File: src/rtl/core/sqs_pkg.sv
// shared types and constants for the sprite quad setup block
package sqs_pkg;

    localparam int S_DATA_W   = 56;
    localparam int M_DATA_W   = 56;
    localparam int CFG_ADDR_W = 3;
    localparam int CFG_DATA_W = 10;

    localparam int DIV_N     = 16;
    localparam int DIV_D     = 10;
    localparam int DIV_CNT_W = 4;

    localparam int TERM_W    = 3;
    localparam logic [TERM_W-1:0] TERM_LAST = 3'd4;

    localparam logic [31:0] Q30_ONE     = 32'h4000_0000;
    localparam logic [31:0] HALF_PI_Q30 = 32'd1686629713;
    localparam logic [15:0] QUARTER     = 16'h4000;

    localparam int VERT_MIN = -65536;
    localparam int VERT_MAX = 65535;

    typedef enum logic [2:0] {
        REG_FRAME_WIDTH   = 3'd0,
        REG_FRAME_HEIGHT  = 3'd1,
        REG_FRAME_COLUMNS = 3'd2,
        REG_FRAME_COUNT   = 3'd3,
        REG_DRAWN_WIDTH   = 3'd4,
        REG_DRAWN_HEIGHT  = 3'd5
    } cfg_idx_t;

    typedef enum logic [4:0] {
        S_IDLE,
        S_FRAME,
        S_FRAME_WAIT,
        S_COL_WAIT,
        S_TEX_U,
        S_TEX_V,
        S_TEX_W,
        S_SIN_X,
        S_SIN_X2,
        S_SIN_LOAD,
        S_TERM_A,
        S_TERM_B,
        S_TERM_C,
        S_TERM_D,
        S_SIN_END,
        S_SIN_STORE,
        S_VPROD,
        S_SUM,
        S_EMIT
    } state_t;

    typedef struct packed {
        logic             start;
        logic [DIV_N-1:0] dividend;
        logic [DIV_D-1:0] divisor;
    } div_req_t;

    typedef struct packed {
        logic             done;
        logic [DIV_N-1:0] quotient;
        logic [DIV_D-1:0] remainder;
    } div_rsp_t;

    // taylor divisors, innermost term first
    function automatic logic [6:0] term_div(input logic [TERM_W-1:0] idx);
        logic [6:0] d;
        case (idx)
            3'd0:    d = 7'd110;
            3'd1:    d = 7'd72;
            3'd2:    d = 7'd42;
            3'd3:    d = 7'd20;
            default: d = 7'd6;
        endcase
        return d;
    endfunction

    // floor(2^32 / divisor)
    function automatic logic [31:0] term_recip(input logic [TERM_W-1:0] idx);
        logic [31:0] r;
        case (idx)
            3'd0:    r = 32'd39045157;
            3'd1:    r = 32'd59652323;
            3'd2:    r = 32'd102261126;
            3'd3:    r = 32'd214748364;
            default: r = 32'd715827882;
        endcase
        return r;
    endfunction

endpackage

File: src/rtl/core/sqs_div.sv
// restoring divider, one quotient bit per cycle
module sqs_div
    import sqs_pkg::*;
(
    input  logic     clk,
    input  logic     rst_n,
    input  div_req_t req,
    output div_rsp_t rsp
);

    logic                 busy_reg;
    logic                 done_reg;
    logic [DIV_CNT_W-1:0] cnt_reg;
    logic [DIV_N-1:0]     quo_reg;
    logic [DIV_D-1:0]     rem_reg;
    logic [DIV_D-1:0]     dvs_reg;
    logic [DIV_D:0]       trial;
    logic [DIV_D:0]       diff;
    logic                 fits;

    assign trial = {rem_reg, quo_reg[DIV_N-1]};
    assign diff  = trial - {1'b0, dvs_reg};
    assign fits  = trial >= {1'b0, dvs_reg};

    always_ff @(posedge clk or negedge rst_n)
    begin
        if (!rst_n)
        begin
            busy_reg <= 1'b0;
            done_reg <= 1'b0;
            cnt_reg  <= '0;
        end
        else if (req.start)
        begin
            busy_reg <= 1'b1;
            done_reg <= 1'b0;
            cnt_reg  <= DIV_CNT_W'(DIV_N - 1);
        end
        else if (busy_reg)
        begin
            cnt_reg <= cnt_reg - 1'b1;
            if (cnt_reg == '0)
            begin
                busy_reg <= 1'b0;
                done_reg <= 1'b1;
            end
        end
        else
        begin
            done_reg <= 1'b0;
        end
    end

    always_ff @(posedge clk)
    begin
        if (req.start)
        begin
            quo_reg <= req.dividend;
            rem_reg <= '0;
            dvs_reg <= req.divisor;
        end
        else if (busy_reg)
        begin
            quo_reg <= {quo_reg[DIV_N-2:0], fits};
            rem_reg <= fits ? diff[DIV_D-1:0] : trial[DIV_D-1:0];
        end
    end

    assign rsp.done      = done_reg;
    assign rsp.quotient  = quo_reg;
    assign rsp.remainder = rem_reg;

endmodule

File: src/rtl/core/sprite_quad_setup.sv
// sprite quad setup: frame selection, sheet coordinates and rotated corner vertices
//
// Each accepted draw transaction yields four vertex transactions in triangle fan
// order, the fourth marked by m_tlast. Work runs one transaction at a time: the
// frame reduction and the column split go through a 16-step restoring divider
// (skipped when frame_count is zero), then sine and cosine are evaluated as a
// six-term series on a single shared 32x32 multiplier, followed by four offset
// products and the corner sums; s_tready is high only between transactions.
// Configuration is to be written through cfg_we/cfg_addr/cfg_wdata only while
// the block is idle; the block itself does not enforce this.
module sprite_quad_setup
    import sqs_pkg::*;
#(
    parameter int ANGLE_BITS = 16,
    parameter int FRAC_BITS  = 4
)
(
    input  logic                  clk,
    input  logic                  rst_n,
    input  logic                  cfg_we,
    input  logic [CFG_ADDR_W-1:0] cfg_addr,
    input  logic [CFG_DATA_W-1:0] cfg_wdata,
    input  logic                  s_tvalid,
    output logic                  s_tready,
    // frame_index[15:0], pos_x[27:16], pos_y[39:28], angle[55:40]
    input  logic [S_DATA_W-1:0]   s_tdata,
    // operation[0]
    input  logic                  s_tuser,
    output logic                  m_tvalid,
    input  logic                  m_tready,
    // corner[1:0], vert_x[18:2], vert_y[35:19], tex_u[45:36], tex_v[55:46]
    output logic [M_DATA_W-1:0]   m_tdata,
    output logic                  m_tlast
);

    localparam int ASHR   = (ANGLE_BITS >= 16) ? ANGLE_BITS - 16 : 0;
    localparam int ASHL   = (ANGLE_BITS < 16) ? 16 - ANGLE_BITS : 0;
    localparam int SUM_W  = (FRAC_BITS + 45 > 49) ? FRAC_BITS + 45 : 49;
    localparam int HI_W   = SUM_W - 31;
    localparam int CX_SH  = FRAC_BITS + 31;
    localparam logic signed [HI_W-1:0]  VMIN_HI  = HI_W'(VERT_MIN);
    localparam logic signed [HI_W-1:0]  VMAX_HI  = HI_W'(VERT_MAX);
    localparam logic signed [SUM_W-1:0] RND_HALF = {{(SUM_W-31){1'b0}}, 1'b1, 30'd0};

    // configuration
    logic [9:0] frame_width_reg;
    logic [9:0] frame_height_reg;
    logic [9:0] frame_columns_reg;
    logic [9:0] frame_count_reg;
    logic [9:0] drawn_width_reg;
    logic [9:0] drawn_height_reg;

    // control
    state_t            state_reg, state_next;
    logic [9:0]        counter_reg, counter_next;
    logic              out_valid_reg, out_valid_next;
    logic              which_reg, which_next;
    logic [TERM_W-1:0] term_reg, term_next;
    logic [2:0]        k_reg, k_next;
    logic [1:0]        corner_reg, corner_next;

    // payload
    logic                     op_reg, op_next;
    logic [15:0]              fi_reg, fi_next;
    logic signed [11:0]       pos_x_reg, pos_x_next;
    logic signed [11:0]       pos_y_reg, pos_y_next;
    logic [15:0]              phase_reg, phase_next;
    logic [9:0]               col_reg, col_next;
    logic [9:0]               row_reg, row_next;
    logic [9:0]               u0_reg, u0_next;
    logic [9:0]               v0_reg, v0_next;
    logic [63:0]              prod_reg, prod_next;
    logic [30:0]              x_reg, x_next;
    logic [31:0]              x2_reg, x2_next;
    logic [30:0]              t_reg, t_next;
    logic [31:0]              p_reg, p_next;
    logic [31:0]              q_reg, q_next;
    logic [30:0]              sin_mag_reg, sin_mag_next;
    logic                     sin_neg_reg, sin_neg_next;
    logic [30:0]              cos_mag_reg, cos_mag_next;
    logic                     cos_neg_reg, cos_neg_next;
    logic [40:0]              wc_reg, wc_next;
    logic [40:0]              hs_reg, hs_next;
    logic [40:0]              ws_reg, ws_next;
    logic [40:0]              hc_reg, hc_next;
    logic signed [SUM_W-1:0]  sum_x_reg, sum_x_next;
    logic signed [SUM_W-1:0]  sum_y_reg, sum_y_next;
    logic [M_DATA_W-1:0]      out_data_reg, out_data_next;
    logic                     out_last_reg, out_last_next;

    // datapath helpers
    logic [31:0]             mul_a;
    logic [31:0]             mul_b;
    div_req_t                div_req;
    div_rsp_t                div_rsp;
    logic [15:0]             phase_in;
    logic [15:0]             fi_abs;
    logic [9:0]              cols_eff;
    logic [9:0]              frame_sel;
    logic [9:0]              counter_adv;
    logic [14:0]             sin_idx;
    logic [31:0]             term_rem;
    logic                    term_corr;
    logic                    sx_neg;
    logic                    sy_neg;
    logic signed [SUM_W-1:0] cx;
    logic signed [SUM_W-1:0] cy;
    logic signed [SUM_W-1:0] mag_wc;
    logic signed [SUM_W-1:0] mag_hs;
    logic signed [SUM_W-1:0] mag_ws;
    logic signed [SUM_W-1:0] mag_hc;
    logic signed [SUM_W-1:0] tx1;
    logic signed [SUM_W-1:0] tx2;
    logic signed [SUM_W-1:0] ty1;
    logic signed [SUM_W-1:0] ty2;
    logic signed [HI_W-1:0]  hi_x;
    logic signed [HI_W-1:0]  hi_y;
    logic [16:0]             vx;
    logic [16:0]             vy;
    logic [9:0]              tex_u;
    logic [9:0]              tex_v;

    sqs_div u_div (
        .clk   (clk),
        .rst_n (rst_n),
        .req   (div_req),
        .rsp   (div_rsp)
    );

    assign s_tready = (state_reg == S_IDLE);
    assign m_tvalid = out_valid_reg;
    assign m_tdata  = out_data_reg;
    assign m_tlast  = out_last_reg;

    assign phase_in    = (s_tdata[55:40] >> ASHR) << ASHL;
    assign fi_abs      = fi_reg[15] ? (~fi_reg + 16'd1) : fi_reg;
    assign cols_eff    = (frame_columns_reg == '0) ? 10'd1 : frame_columns_reg;
    assign frame_sel   = (op_reg && fi_reg[15] && div_rsp.remainder != '0)
                         ? frame_count_reg - div_rsp.remainder : div_rsp.remainder;
    assign counter_adv = ((11'(div_rsp.remainder) + 11'd1) == 11'(frame_count_reg))
                         ? 10'd0 : div_rsp.remainder + 10'd1;
    assign sin_idx     = phase_reg[14] ? (15'h4000 - {1'b0, phase_reg[13:0]})
                                       : {1'b0, phase_reg[13:0]};
    assign term_rem    = p_reg - prod_reg[31:0];
    assign term_corr   = term_rem >= 32'(term_div(term_reg));

    // corner signs: x negative on corners 0 and 3, y negative on corners 0 and 1
    assign sx_neg = ~(corner_reg[1] ^ corner_reg[0]);
    assign sy_neg = ~corner_reg[1];

    assign cx     = SUM_W'(pos_x_reg) <<< CX_SH;
    assign cy     = SUM_W'(pos_y_reg) <<< CX_SH;
    assign mag_wc = SUM_W'(wc_reg) << FRAC_BITS;
    assign mag_hs = SUM_W'(hs_reg) << FRAC_BITS;
    assign mag_ws = SUM_W'(ws_reg) << FRAC_BITS;
    assign mag_hc = SUM_W'(hc_reg) << FRAC_BITS;
    assign tx1    = (cos_neg_reg ^ sx_neg) ? -mag_wc : mag_wc;
    assign tx2    = (sin_neg_reg ^ sy_neg) ? mag_hs : -mag_hs;
    assign ty1    = (sin_neg_reg ^ sx_neg) ? -mag_ws : mag_ws;
    assign ty2    = (cos_neg_reg ^ sy_neg) ? -mag_hc : mag_hc;

    assign hi_x = sum_x_reg[SUM_W-1:31];
    assign hi_y = sum_y_reg[SUM_W-1:31];
    assign vx   = (hi_x < VMIN_HI) ? VMIN_HI[16:0] :
                  (hi_x > VMAX_HI) ? VMAX_HI[16:0] : hi_x[16:0];
    assign vy   = (hi_y < VMIN_HI) ? VMIN_HI[16:0] :
                  (hi_y > VMAX_HI) ? VMAX_HI[16:0] : hi_y[16:0];

    assign tex_u = (corner_reg[0] ^ corner_reg[1]) ? u0_reg + frame_width_reg : u0_reg;
    assign tex_v = corner_reg[1] ? v0_reg + frame_height_reg : v0_reg;

    assign prod_next = mul_a * mul_b;

    always_comb
    begin
        state_next     = state_reg;
        counter_next   = counter_reg;
        out_valid_next = out_valid_reg;
        which_next     = which_reg;
        term_next      = term_reg;
        k_next         = k_reg;
        corner_next    = corner_reg;
        op_next        = op_reg;
        fi_next        = fi_reg;
        pos_x_next     = pos_x_reg;
        pos_y_next     = pos_y_reg;
        phase_next     = phase_reg;
        col_next       = col_reg;
        row_next       = row_reg;
        u0_next        = u0_reg;
        v0_next        = v0_reg;
        x_next         = x_reg;
        x2_next        = x2_reg;
        t_next         = t_reg;
        p_next         = p_reg;
        q_next         = q_reg;
        sin_mag_next   = sin_mag_reg;
        sin_neg_next   = sin_neg_reg;
        cos_mag_next   = cos_mag_reg;
        cos_neg_next   = cos_neg_reg;
        wc_next        = wc_reg;
        hs_next        = hs_reg;
        ws_next        = ws_reg;
        hc_next        = hc_reg;
        sum_x_next     = sum_x_reg;
        sum_y_next     = sum_y_reg;
        out_data_next  = out_data_reg;
        out_last_next  = out_last_reg;
        mul_a          = '0;
        mul_b          = '0;
        div_req        = '0;

        if (out_valid_reg && m_tready)
        begin
            out_valid_next = 1'b0;
        end

        case (state_reg)
            S_IDLE:
            begin
                if (s_tvalid)
                begin
                    op_next    = s_tuser;
                    fi_next    = s_tdata[15:0];
                    pos_x_next = s_tdata[27:16];
                    pos_y_next = s_tdata[39:28];
                    phase_next = phase_in;
                    state_next = S_FRAME;
                end
            end
            S_FRAME:
            begin
                if (frame_count_reg == '0)
                begin
                    col_next = '0;
                    row_next = '0;
                    if (!op_reg)
                    begin
                        counter_next = '0;
                    end
                    state_next = S_TEX_U;
                end
                else
                begin
                    div_req.start    = 1'b1;
                    div_req.dividend = op_reg ? fi_abs : 16'(counter_reg);
                    div_req.divisor  = frame_count_reg;
                    state_next       = S_FRAME_WAIT;
                end
            end
            S_FRAME_WAIT:
            begin
                if (div_rsp.done)
                begin
                    div_req.start    = 1'b1;
                    div_req.dividend = 16'(frame_sel);
                    div_req.divisor  = cols_eff;
                    if (!op_reg)
                    begin
                        counter_next = counter_adv;
                    end
                    state_next = S_COL_WAIT;
                end
            end
            S_COL_WAIT:
            begin
                if (div_rsp.done)
                begin
                    col_next   = div_rsp.remainder;
                    row_next   = div_rsp.quotient[9:0];
                    state_next = S_TEX_U;
                end
            end
            S_TEX_U:
            begin
                mul_a      = 32'(col_reg);
                mul_b      = 32'(frame_width_reg);
                state_next = S_TEX_V;
            end
            S_TEX_V:
            begin
                u0_next    = prod_reg[9:0];
                mul_a      = 32'(row_reg);
                mul_b      = 32'(frame_height_reg);
                state_next = S_TEX_W;
            end
            S_TEX_W:
            begin
                v0_next    = prod_reg[9:0];
                which_next = 1'b0;
                state_next = S_SIN_X;
            end
            S_SIN_X:
            begin
                mul_a      = 32'(sin_idx);
                mul_b      = HALF_PI_Q30;
                state_next = S_SIN_X2;
            end
            S_SIN_X2:
            begin
                x_next     = prod_reg[44:14];
                mul_a      = 32'(prod_reg[44:14]);
                mul_b      = 32'(prod_reg[44:14]);
                state_next = S_SIN_LOAD;
            end
            S_SIN_LOAD:
            begin
                x2_next    = prod_reg[61:30];
                t_next     = Q30_ONE[30:0];
                term_next  = '0;
                state_next = S_TERM_A;
            end
            S_TERM_A:
            begin
                mul_a      = x2_reg;
                mul_b      = 32'(t_reg);
                state_next = S_TERM_B;
            end
            S_TERM_B:
            begin
                p_next     = prod_reg[61:30];
                mul_a      = prod_reg[61:30];
                mul_b      = term_recip(term_reg);
                state_next = S_TERM_C;
            end
            S_TERM_C:
            begin
                q_next     = prod_reg[63:32];
                mul_a      = prod_reg[63:32];
                mul_b      = 32'(term_div(term_reg));
                state_next = S_TERM_D;
            end
            S_TERM_D:
            begin
                // reciprocal estimate is at most one low
                t_next = 31'(Q30_ONE - (q_reg + 32'(term_corr)));
                if (term_reg == TERM_LAST)
                begin
                    state_next = S_SIN_END;
                end
                else
                begin
                    term_next  = term_reg + 1'b1;
                    state_next = S_TERM_A;
                end
            end
            S_SIN_END:
            begin
                mul_a      = 32'(x_reg);
                mul_b      = 32'(t_reg);
                state_next = S_SIN_STORE;
            end
            S_SIN_STORE:
            begin
                if (!which_reg)
                begin
                    sin_mag_next = prod_reg[60:30];
                    sin_neg_next = phase_reg[15];
                    phase_next   = phase_reg + QUARTER;
                    which_next   = 1'b1;
                    state_next   = S_SIN_X;
                end
                else
                begin
                    cos_mag_next = prod_reg[60:30];
                    cos_neg_next = phase_reg[15];
                    k_next       = '0;
                    state_next   = S_VPROD;
                end
            end
            S_VPROD:
            begin
                case (k_reg)
                    3'd1:    wc_next = prod_reg[40:0];
                    3'd2:    hs_next = prod_reg[40:0];
                    3'd3:    ws_next = prod_reg[40:0];
                    3'd4:    hc_next = prod_reg[40:0];
                    default: ;
                endcase
                case (k_reg)
                    3'd0:
                    begin
                        mul_a = 32'(drawn_width_reg);
                        mul_b = 32'(cos_mag_reg);
                    end
                    3'd1:
                    begin
                        mul_a = 32'(drawn_height_reg);
                        mul_b = 32'(sin_mag_reg);
                    end
                    3'd2:
                    begin
                        mul_a = 32'(drawn_width_reg);
                        mul_b = 32'(sin_mag_reg);
                    end
                    3'd3:
                    begin
                        mul_a = 32'(drawn_height_reg);
                        mul_b = 32'(cos_mag_reg);
                    end
                    default: ;
                endcase
                k_next = k_reg + 1'b1;
                if (k_reg == 3'd4)
                begin
                    corner_next = '0;
                    state_next  = S_SUM;
                end
            end
            S_SUM:
            begin
                sum_x_next = cx + tx1 + tx2 + RND_HALF;
                sum_y_next = cy + ty1 + ty2 + RND_HALF;
                state_next = S_EMIT;
            end
            S_EMIT:
            begin
                if (!out_valid_reg || m_tready)
                begin
                    out_valid_next = 1'b1;
                    out_data_next  = {tex_v, tex_u, vy, vx, corner_reg};
                    out_last_next  = &corner_reg;
                    if (&corner_reg)
                    begin
                        state_next = S_IDLE;
                    end
                    else
                    begin
                        corner_next = corner_reg + 1'b1;
                        state_next  = S_SUM;
                    end
                end
            end
            default:
            begin
                state_next = S_IDLE;
            end
        endcase
    end

    always_ff @(posedge clk or negedge rst_n)
    begin
        if (!rst_n)
        begin
            frame_width_reg   <= 10'd32;
            frame_height_reg  <= 10'd32;
            frame_columns_reg <= 10'd1;
            frame_count_reg   <= 10'd1;
            drawn_width_reg   <= 10'd32;
            drawn_height_reg  <= 10'd32;
        end
        else if (cfg_we)
        begin
            case (cfg_addr)
                REG_FRAME_WIDTH:   frame_width_reg   <= cfg_wdata;
                REG_FRAME_HEIGHT:  frame_height_reg  <= cfg_wdata;
                REG_FRAME_COLUMNS: frame_columns_reg <= cfg_wdata;
                REG_FRAME_COUNT:   frame_count_reg   <= cfg_wdata;
                REG_DRAWN_WIDTH:   drawn_width_reg   <= cfg_wdata;
                REG_DRAWN_HEIGHT:  drawn_height_reg  <= cfg_wdata;
                default: ;
            endcase
        end
    end

    always_ff @(posedge clk or negedge rst_n)
    begin
        if (!rst_n)
        begin
            state_reg     <= S_IDLE;
            counter_reg   <= '0;
            out_valid_reg <= 1'b0;
            which_reg     <= 1'b0;
            term_reg      <= '0;
            k_reg         <= '0;
            corner_reg    <= '0;
        end
        else
        begin
            state_reg     <= state_next;
            counter_reg   <= counter_next;
            out_valid_reg <= out_valid_next;
            which_reg     <= which_next;
            term_reg      <= term_next;
            k_reg         <= k_next;
            corner_reg    <= corner_next;
        end
    end

    always_ff @(posedge clk)
    begin
        op_reg       <= op_next;
        fi_reg       <= fi_next;
        pos_x_reg    <= pos_x_next;
        pos_y_reg    <= pos_y_next;
        phase_reg    <= phase_next;
        col_reg      <= col_next;
        row_reg      <= row_next;
        u0_reg       <= u0_next;
        v0_reg       <= v0_next;
        prod_reg     <= prod_next;
        x_reg        <= x_next;
        x2_reg       <= x2_next;
        t_reg        <= t_next;
        p_reg        <= p_next;
        q_reg        <= q_next;
        sin_mag_reg  <= sin_mag_next;
        sin_neg_reg  <= sin_neg_next;
        cos_mag_reg  <= cos_mag_next;
        cos_neg_reg  <= cos_neg_next;
        wc_reg       <= wc_next;
        hs_reg       <= hs_next;
        ws_reg       <= ws_next;
        hc_reg       <= hc_next;
        sum_x_reg    <= sum_x_next;
        sum_y_reg    <= sum_y_next;
        out_data_reg <= out_data_next;
        out_last_reg <= out_last_next;
    end

endmodule

File: config.mk
export PLATFORM = sky130hd
export DESIGN_NAME = sprite_quad_setup
export DESIGN_NICKNAME = d
export VERILOG_FILES = /design/src/rtl/core/sqs_pkg.sv /design/src/rtl/core/sqs_div.sv /design/src/rtl/core/sprite_quad_setup.sv
export SDC_FILE = /design/constraint.sdc
export NUM_CORES = 2
export LEC_CHECK = 0
export ABC_CLOCK_PERIOD_IN_PS = 10900
export BUFFER_PORTS_ARGS = -buffer_cell sky130_fd_sc_hd__buf_2
export CORE_MARGIN = 5
export CORE_UTILIZATION = 58
export DETAILED_ROUTE_END_ITERATION = 8
export HOLD_SLACK_MARGIN = 0.02
export PLACE_DENSITY = 0.83
export SLEW_MARGIN = 20
export SYNTH_ARGS = -nofsm -noshare
export SYNTH_HDL_FRONTEND = slang
export SYNTH_SLANG_ARGS = --single-unit
File: constraint.sdc
create_clock -name clk -period 10.9 [get_ports clk]
set_clock_uncertainty 0.2 [all_clocks]
set_input_delay 2.18 -clock clk [delete_from_list [all_inputs] [get_ports clk]]
set_output_delay 2.18 -clock clk [all_outputs]
set_load 0.01 [all_outputs]
After elaboration in Yosys (flattened, before gate mapping):

Index checks and enable logic that the tools add are counted.

* $add $sub $neg: 26
* magnitude comparators: 6
* bitwise gates (word level): 9
* reductions and logical operators: 48
* eq/ne operators: 45
* multiply operators: 1
* multiplexer cells: 70

Operator list (number)
* case mux 32 bit (9 select lines): 1
* case mux 31 bit (8 select lines): 1
* 2-to-1 mux 49 bit: 4
* negator 45 -> 49 bit: 4
* 2-to-1 mux 10 bit: 13
* case mux 31 bit (2 select lines): 2
* case mux 30 bit (4 select lines): 1
* adder 47 x 49 -> 49 bit: 2
* adder 49 x 32 -> 49 bit, second input constant: 2
* adder 49 bit: 2
* 2-to-1 mux 16 bit: 6
* case mux 5 bit (19 select lines): 1
* case mux 10 bit (2 select lines): 4
* multiplier 32 x 32 -> 64 bit: 1
* 2-to-1 mux 27 bit: 2
* case mux 27 bit (2 select lines): 1
* equality test 5 x 4 -> 1 bit, second input constant: 8
* > comparator 18 x 17 -> 1 bit, second input constant: 2
* less-than comparator 18 x 17 -> 1 bit, second input constant: 2
* 2-to-1 mux 5 bit: 7
* 2-to-1 mux 17 bit: 2
* AND reduction 2 bit: 17
* >= comparator 32 x 7 -> 1 bit: 1
* case mux 16 bit (2 select lines): 1
* other kinds (50): 118

* register bits after elaboration: 828
* output and inout bits: 59
* word-level logic and storage cells: 253

Depth between registers and ports, before layout:

* depth in word-level cells: 7
* mapped depth: 39
* depth with buffers taken out: 36

Cells and area by module:

From an unflattened synthesis, not the netlist that was laid out.

* cell total of the unflattened synthesis: 7202
* area, all modules: 72628.4 um2

Modules (own cells, without submodules)
* sprite_quad_setup: area each 70343.7 um2, instances 1, sequential area each 20682.3 um2, cells an instance 6997
* sqs_div: area each 2284.7 um2, instances 1, sequential area each 1131.1 um2, cells an instance 205

Worst setup path before layout:

No wires, ideal clock.

* kind: register to register
* from: reg state_reg[4]
* to: reg prod_reg[63]
* path buffers: 5
* arrival time: 9.662 ns
* required time: 10.579 ns
* library setup time: 0.121 ns
* slack: 0.917 ns
* cell stages (with the launch flop): 34
* path through: dfrtp_1 nand2b_1 or3_1 buf_2 inv_2 buf_2 buf_1 a2111o_1 clkbuf_1 nand2_1 fa_1 inv_1 fa_1 inv_1 fa_1 fa_1 inv_1 fa_1 fa_1 fa_1 fa_1 ha_1 clkbuf_1 nand2_1 nor3_1 nand3_1 a21oi_1 a211oi_1 o211ai_1 o211ai_1 o41a_1 o21ai_0 a21oi_1 xnor2_1

* word-level cells in the longest chain between the ends: 4
* elaborated cells on any way between the ends: 13
* classes of those cells: 1 x mul; 9 x eq/ne; 2 x mux; 1 x reduce/logical

RTL lines
* start: declaration: line sprite_quad_setup.sv:54 `state_t state_reg, state_next;`
* start signal: assignment: line sprite_quad_setup.sv:480 `state_reg <= state_next;`
* equality test 5 x 4 -> 1 bit: line sprite_quad_setup.sv:218 `case (state_reg)`
* OR reduction 2 bit (no source line)
* case mux 31 bit (8 select lines): line sprite_quad_setup.sv:218
* multiplier 32 x 32 -> 64 bit (*): line sprite_quad_setup.sv:172 `assign prod_next = mul_a * mul_b;`
* named net prod_next[63]: line sprite_quad_setup.sv:72 `logic [63:0] prod_reg, prod_next;`
* end signal: assignment: line sprite_quad_setup.sv:501 `prod_reg <= prod_next;`
* end: declaration: line sprite_quad_setup.sv:72

The timed path passes the listed nets; every way through them passes the cells marked *.
A chain may end at the register's enable or synchronous reset.

Final worst setup path:

* from: reg state_reg[4]
* to: reg prod_reg[61]

The elaborated chain is that of the path after synthesis.

==> run_results.csv <==
group,metric,value,unit
layout,fin_util,63.6,%
min_path,min_from,"prod_reg[22]$_DFF_P_",
route,routed_wl,230000,um
layout,drive_above_1_share,8.71,%
synth,synth_cells,7234,
critical_path,start_kind,"register",
route,drtIter0Drc,6774,
min_path,hold_depth,0,
critical_path,ff2ff_setup_slack,0.29,ns
floorplanning,start_util,58.5,%
clock_network,cts_buffer_depth,3,
floorplanning,die_h,364,um
route,drc,0,
synth,synth_top_family_by_area,"adder cells",
synth,yosysWarningCount,0,
grt,gr-total-overflow,0,
run,drv_cap,0,
sta,fmaxAchievable,94.3,MHz
placed_design,gp_congestion,1.08,
grt,grt_max_degree,78,
critical_path,r2r-start,"state_reg[4]$_DFFE_PN0P_",
layout,stdcell_count,9068,
clock_network,worstSkewPairLatency,0.67,ns
route,drtAntennaViolNets,0,
sta,tns,0,ns
synth,ys.flop_type,"edfxtp_1",
critical_path,worst_path_most_repeated_cell,"fa_1",
floorplanning,die_x,364,um
synth,synth-xor-area-share,4.52,%
route,avgViaCountPerCell,6.28,
critical_path,crit_required,11.28,ns
synth,synth_fa_ha_area_share,34.4,%
layout,syn_to_final_growth,8.81,%
grt,antenna_found_initial,12,
clock_network,clkSinkCount,766,
clock_network,cts_inserted_buffers,80,
min_path,holdPathEnd,"ws_reg[22]$_DFFE_PP_",
clock_network,cts_root_buf,"clkbuf_16",
synth,async_reset_ff_share,11.9,%
sta,drv_slew,0,
clock_network,cts_tree,"yes",
synth,synth-compound-area-share,9.62,%
critical_path,cp_max_fo,15,
route,drtPass1Iterations,7,
synth,yosysTopAreaCellShare,24.9,%
sta,post-route-min-period,10.61,ns
layout,largest_reg_flops,64,
synth,synthDistinctLibCells,91,
layout,final_nets,8858,
synth,synth_edf_count,601,
route,wl_per_cell,25.3,um
floorplanning,fp-row-count,129,
synth,synth_nets,8740,
clock_network,clk_pin_slew,0.06,ns
synth,avgSynthCellArea,10.0,um2
power,power,0.0209,W
critical_path,critPathArrivalTime,10.99,ns
clock_network,htreeDepth,3,
synth,yosys.area_share.simple,12.2,%
sta,setup_violations,0,
synth,synth_seq_cells,766,
synth,synthMuxAreaShare,1.74,%
sta,finalHoldViolCount,0,
sta,fin_hold_ws,0.248,ns
synth,yosysSeqAreaShare,30.1,%
floorplanning,core,124000,um2
critical_path,r2r_end,"prod_reg[61]$_DFF_P_",
status,status,"completed",
critical_path,crit_path_end_kind,"register",
floorplanning,dieArea,132000,um2
placed_design,io_buffers,133,
critical_path,path_class,"reg2reg",
power,irDropWorstVdd,0.283,mV
synth,netlist_top_cells_area,"edfxtp_1, fa_1, ha_1",
sta,finalCritPeriodShare,97.3,%
power,p_leak,35.3,nW
grt,grt_pass1_vias,58500,
floorplanning,ioPinCount,134,
critical_path,critPathSlowestCell,"o21a_1",
grt,grt_usage,34.7,%
route,vias,56900,
critical_path,cpPeakStageDelay,0.81,ns
grt,grt_pass1_wl,346000,um
critical_path,reg2reg_depth,34,
synth,synthesis.area,72500,um2
power,power_density,265,nW/um2
synth,synth_area_leader_cell,"edfxtp_1",
placed_design,dpl.hpwl,176000,um
placed_design,dp.cells,8903,
sta,maxSlewHeadroom,24.4,%
min_path,min_path_type,"reg2reg",
sta,worst_pin_slew,1.13,ns
synthesized netlist by cell type (all sizes together), types with 22 or more instances:
master	n
nand4	32
nor3	76
o31ai	39
mux2	81
xor2	154
buf	30
nand2b	40
mux2i	35
a221oi	23
o21bai	38
and2	69
a221o	24
fa	898
nor2b	45
ha	533
clkbuf	280
or3	38
edfxtp	601
inv	1103
a21oi	287
nor4	35
maj3	32
a22o	30
a31oi	24
a211oi	22
a21o	98
dfxtp	74
nor2	720
and3	28
nand2	837
o21a	28
nand3	79
xnor2	220
o21ai	224
a22oi	65
dfrtp	85
worst max-delay path: cells and delay by family (launching register included):
family	cells	cell delay, ns
simple gates	5	1.31
fa+ha+maj	9	3.82
buf+inv	7	1.03
compound gates	12	3.43
flops	1	0.59
xor+xnor	1	0.12
timing repair:
item | in CTS | in global routing
resized for setup | 0 | 2
hold buffers | 0 | 0
endpoints found under the setup margin | 0 | 3
setup buffers | 0 | 0
layout by cell type (no fill, tap or decap), types with 32 or more instances in the layout:
cell type,netlist,final
ha_1,533,533
buf_4,0,201
nor2_1,718,706
inv_1,1102,1102
maj3_1,32,32
o31ai_1,39,39
nand3_1,79,79
fa_1,898,898
nor2b_1,44,44
nand4_1,32,32
a21oi_1,285,284
mux2_2,80,80
xor2_1,154,151
a22oi_1,65,65
and2_1,68,65
o21ai_0,201,200
nand2b_1,40,40
o21bai_1,38,38
dfxtp_1,74,74
edfxtp_1,601,601
clkbuf_16,0,85
nor3_1,76,70
buf_2,13,132
a21o_1,98,98
mux2i_1,35,35
nand2_1,837,837
xnor2_1,220,219
dfrtp_1,85,85
or3_1,38,38
cell families (layout without fill, tap and decap cells):
| group | after synthesis | after routing |
|---|---|---|
| AND/OR/NAND/NOR | 2052 | 2052 |
| flip-flops | 766 | 766 |
| XOR/XNOR | 374 | 374 |
| AO/OA/AOI/OAI | 1048 | 1048 |
| adder cells (fa/ha/maj) | 1463 | 1463 |
| multiplexers | 116 | 116 |
| buffers and inverters | 1415 | 1599 |
| other | 0 | 13 |
worst max path at each step:
stage                     slack, ns              endpoint                startpoint  cells past startpoint
final                          0.29  prod_reg[61]$_DFF_P_  state_reg[4]$_DFFE_PN0P_                     34
after detailed placement       0.61  prod_reg[63]$_DFF_P_  state_reg[4]$_DFFE_PN0P_                     32
after CTS                      0.57  prod_reg[63]$_DFF_P_  state_reg[4]$_DFFE_PN0P_                     32
after global placement         0.70  prod_reg[63]$_DFF_P_      k_reg[1]$_DFFE_PN0P_                     32
after global routing        -0.0003  prod_reg[61]$_DFF_P_  state_reg[4]$_DFFE_PN0P_                     32
after floorplan                0.92  prod_reg[63]$_DFF_P_  state_reg[4]$_DFFE_PN0P_                     33
metal layers:
layer,global-route usage (%),part of all wire [%],vias up
met5,0,0.0039,-
met4,21.7,8.4,2
met3,10.2,13,1123
met2,54.2,44,3823
met1,42.8,34,27900
li1,-,-,24000
per-stage QoR:
| stage | setup slack [ns] | instance area (um2) |
|---|---|---|
| 6_report | 0.294 | 78900 |
| 4_1_cts | 0.565 | 78700 |
| 3_5_place_dp | 0.613 | 76100 |
| 2_1_floorplan | 0.917 | 72500 |
| 5_1_grt | -0.000258 | 78800 |
| 3_3_place_gp | 0.699 | 76000 |
where the power goes:
group          total (W)  switching [W]  internal (W)
Sequential       0.00445       0.000613       0.00384
Combinational     0.0137        0.00906       0.00462
Clock            0.00278        0.00119       0.00159
Total             0.0209         0.0109        0.0100
cell type report:
| cell class | instances | area [um2] |
|---|---|---|
| multi-input combinational | 5053 | 45800 |
| fill | 9514 | 45100 |
| sequential | 766 | 21800 |
| inverter | 1105 | 4150 |
| timing repair buffer | 346 | 2440 |
| clock buffer | 106 | 2260 |
| tap | 1637 | 2050 |
| clock inverter | 42 | 388 |
| antenna | 13 | 32.5 |
No activity file was read; power rests on OpenSTA's default activity.
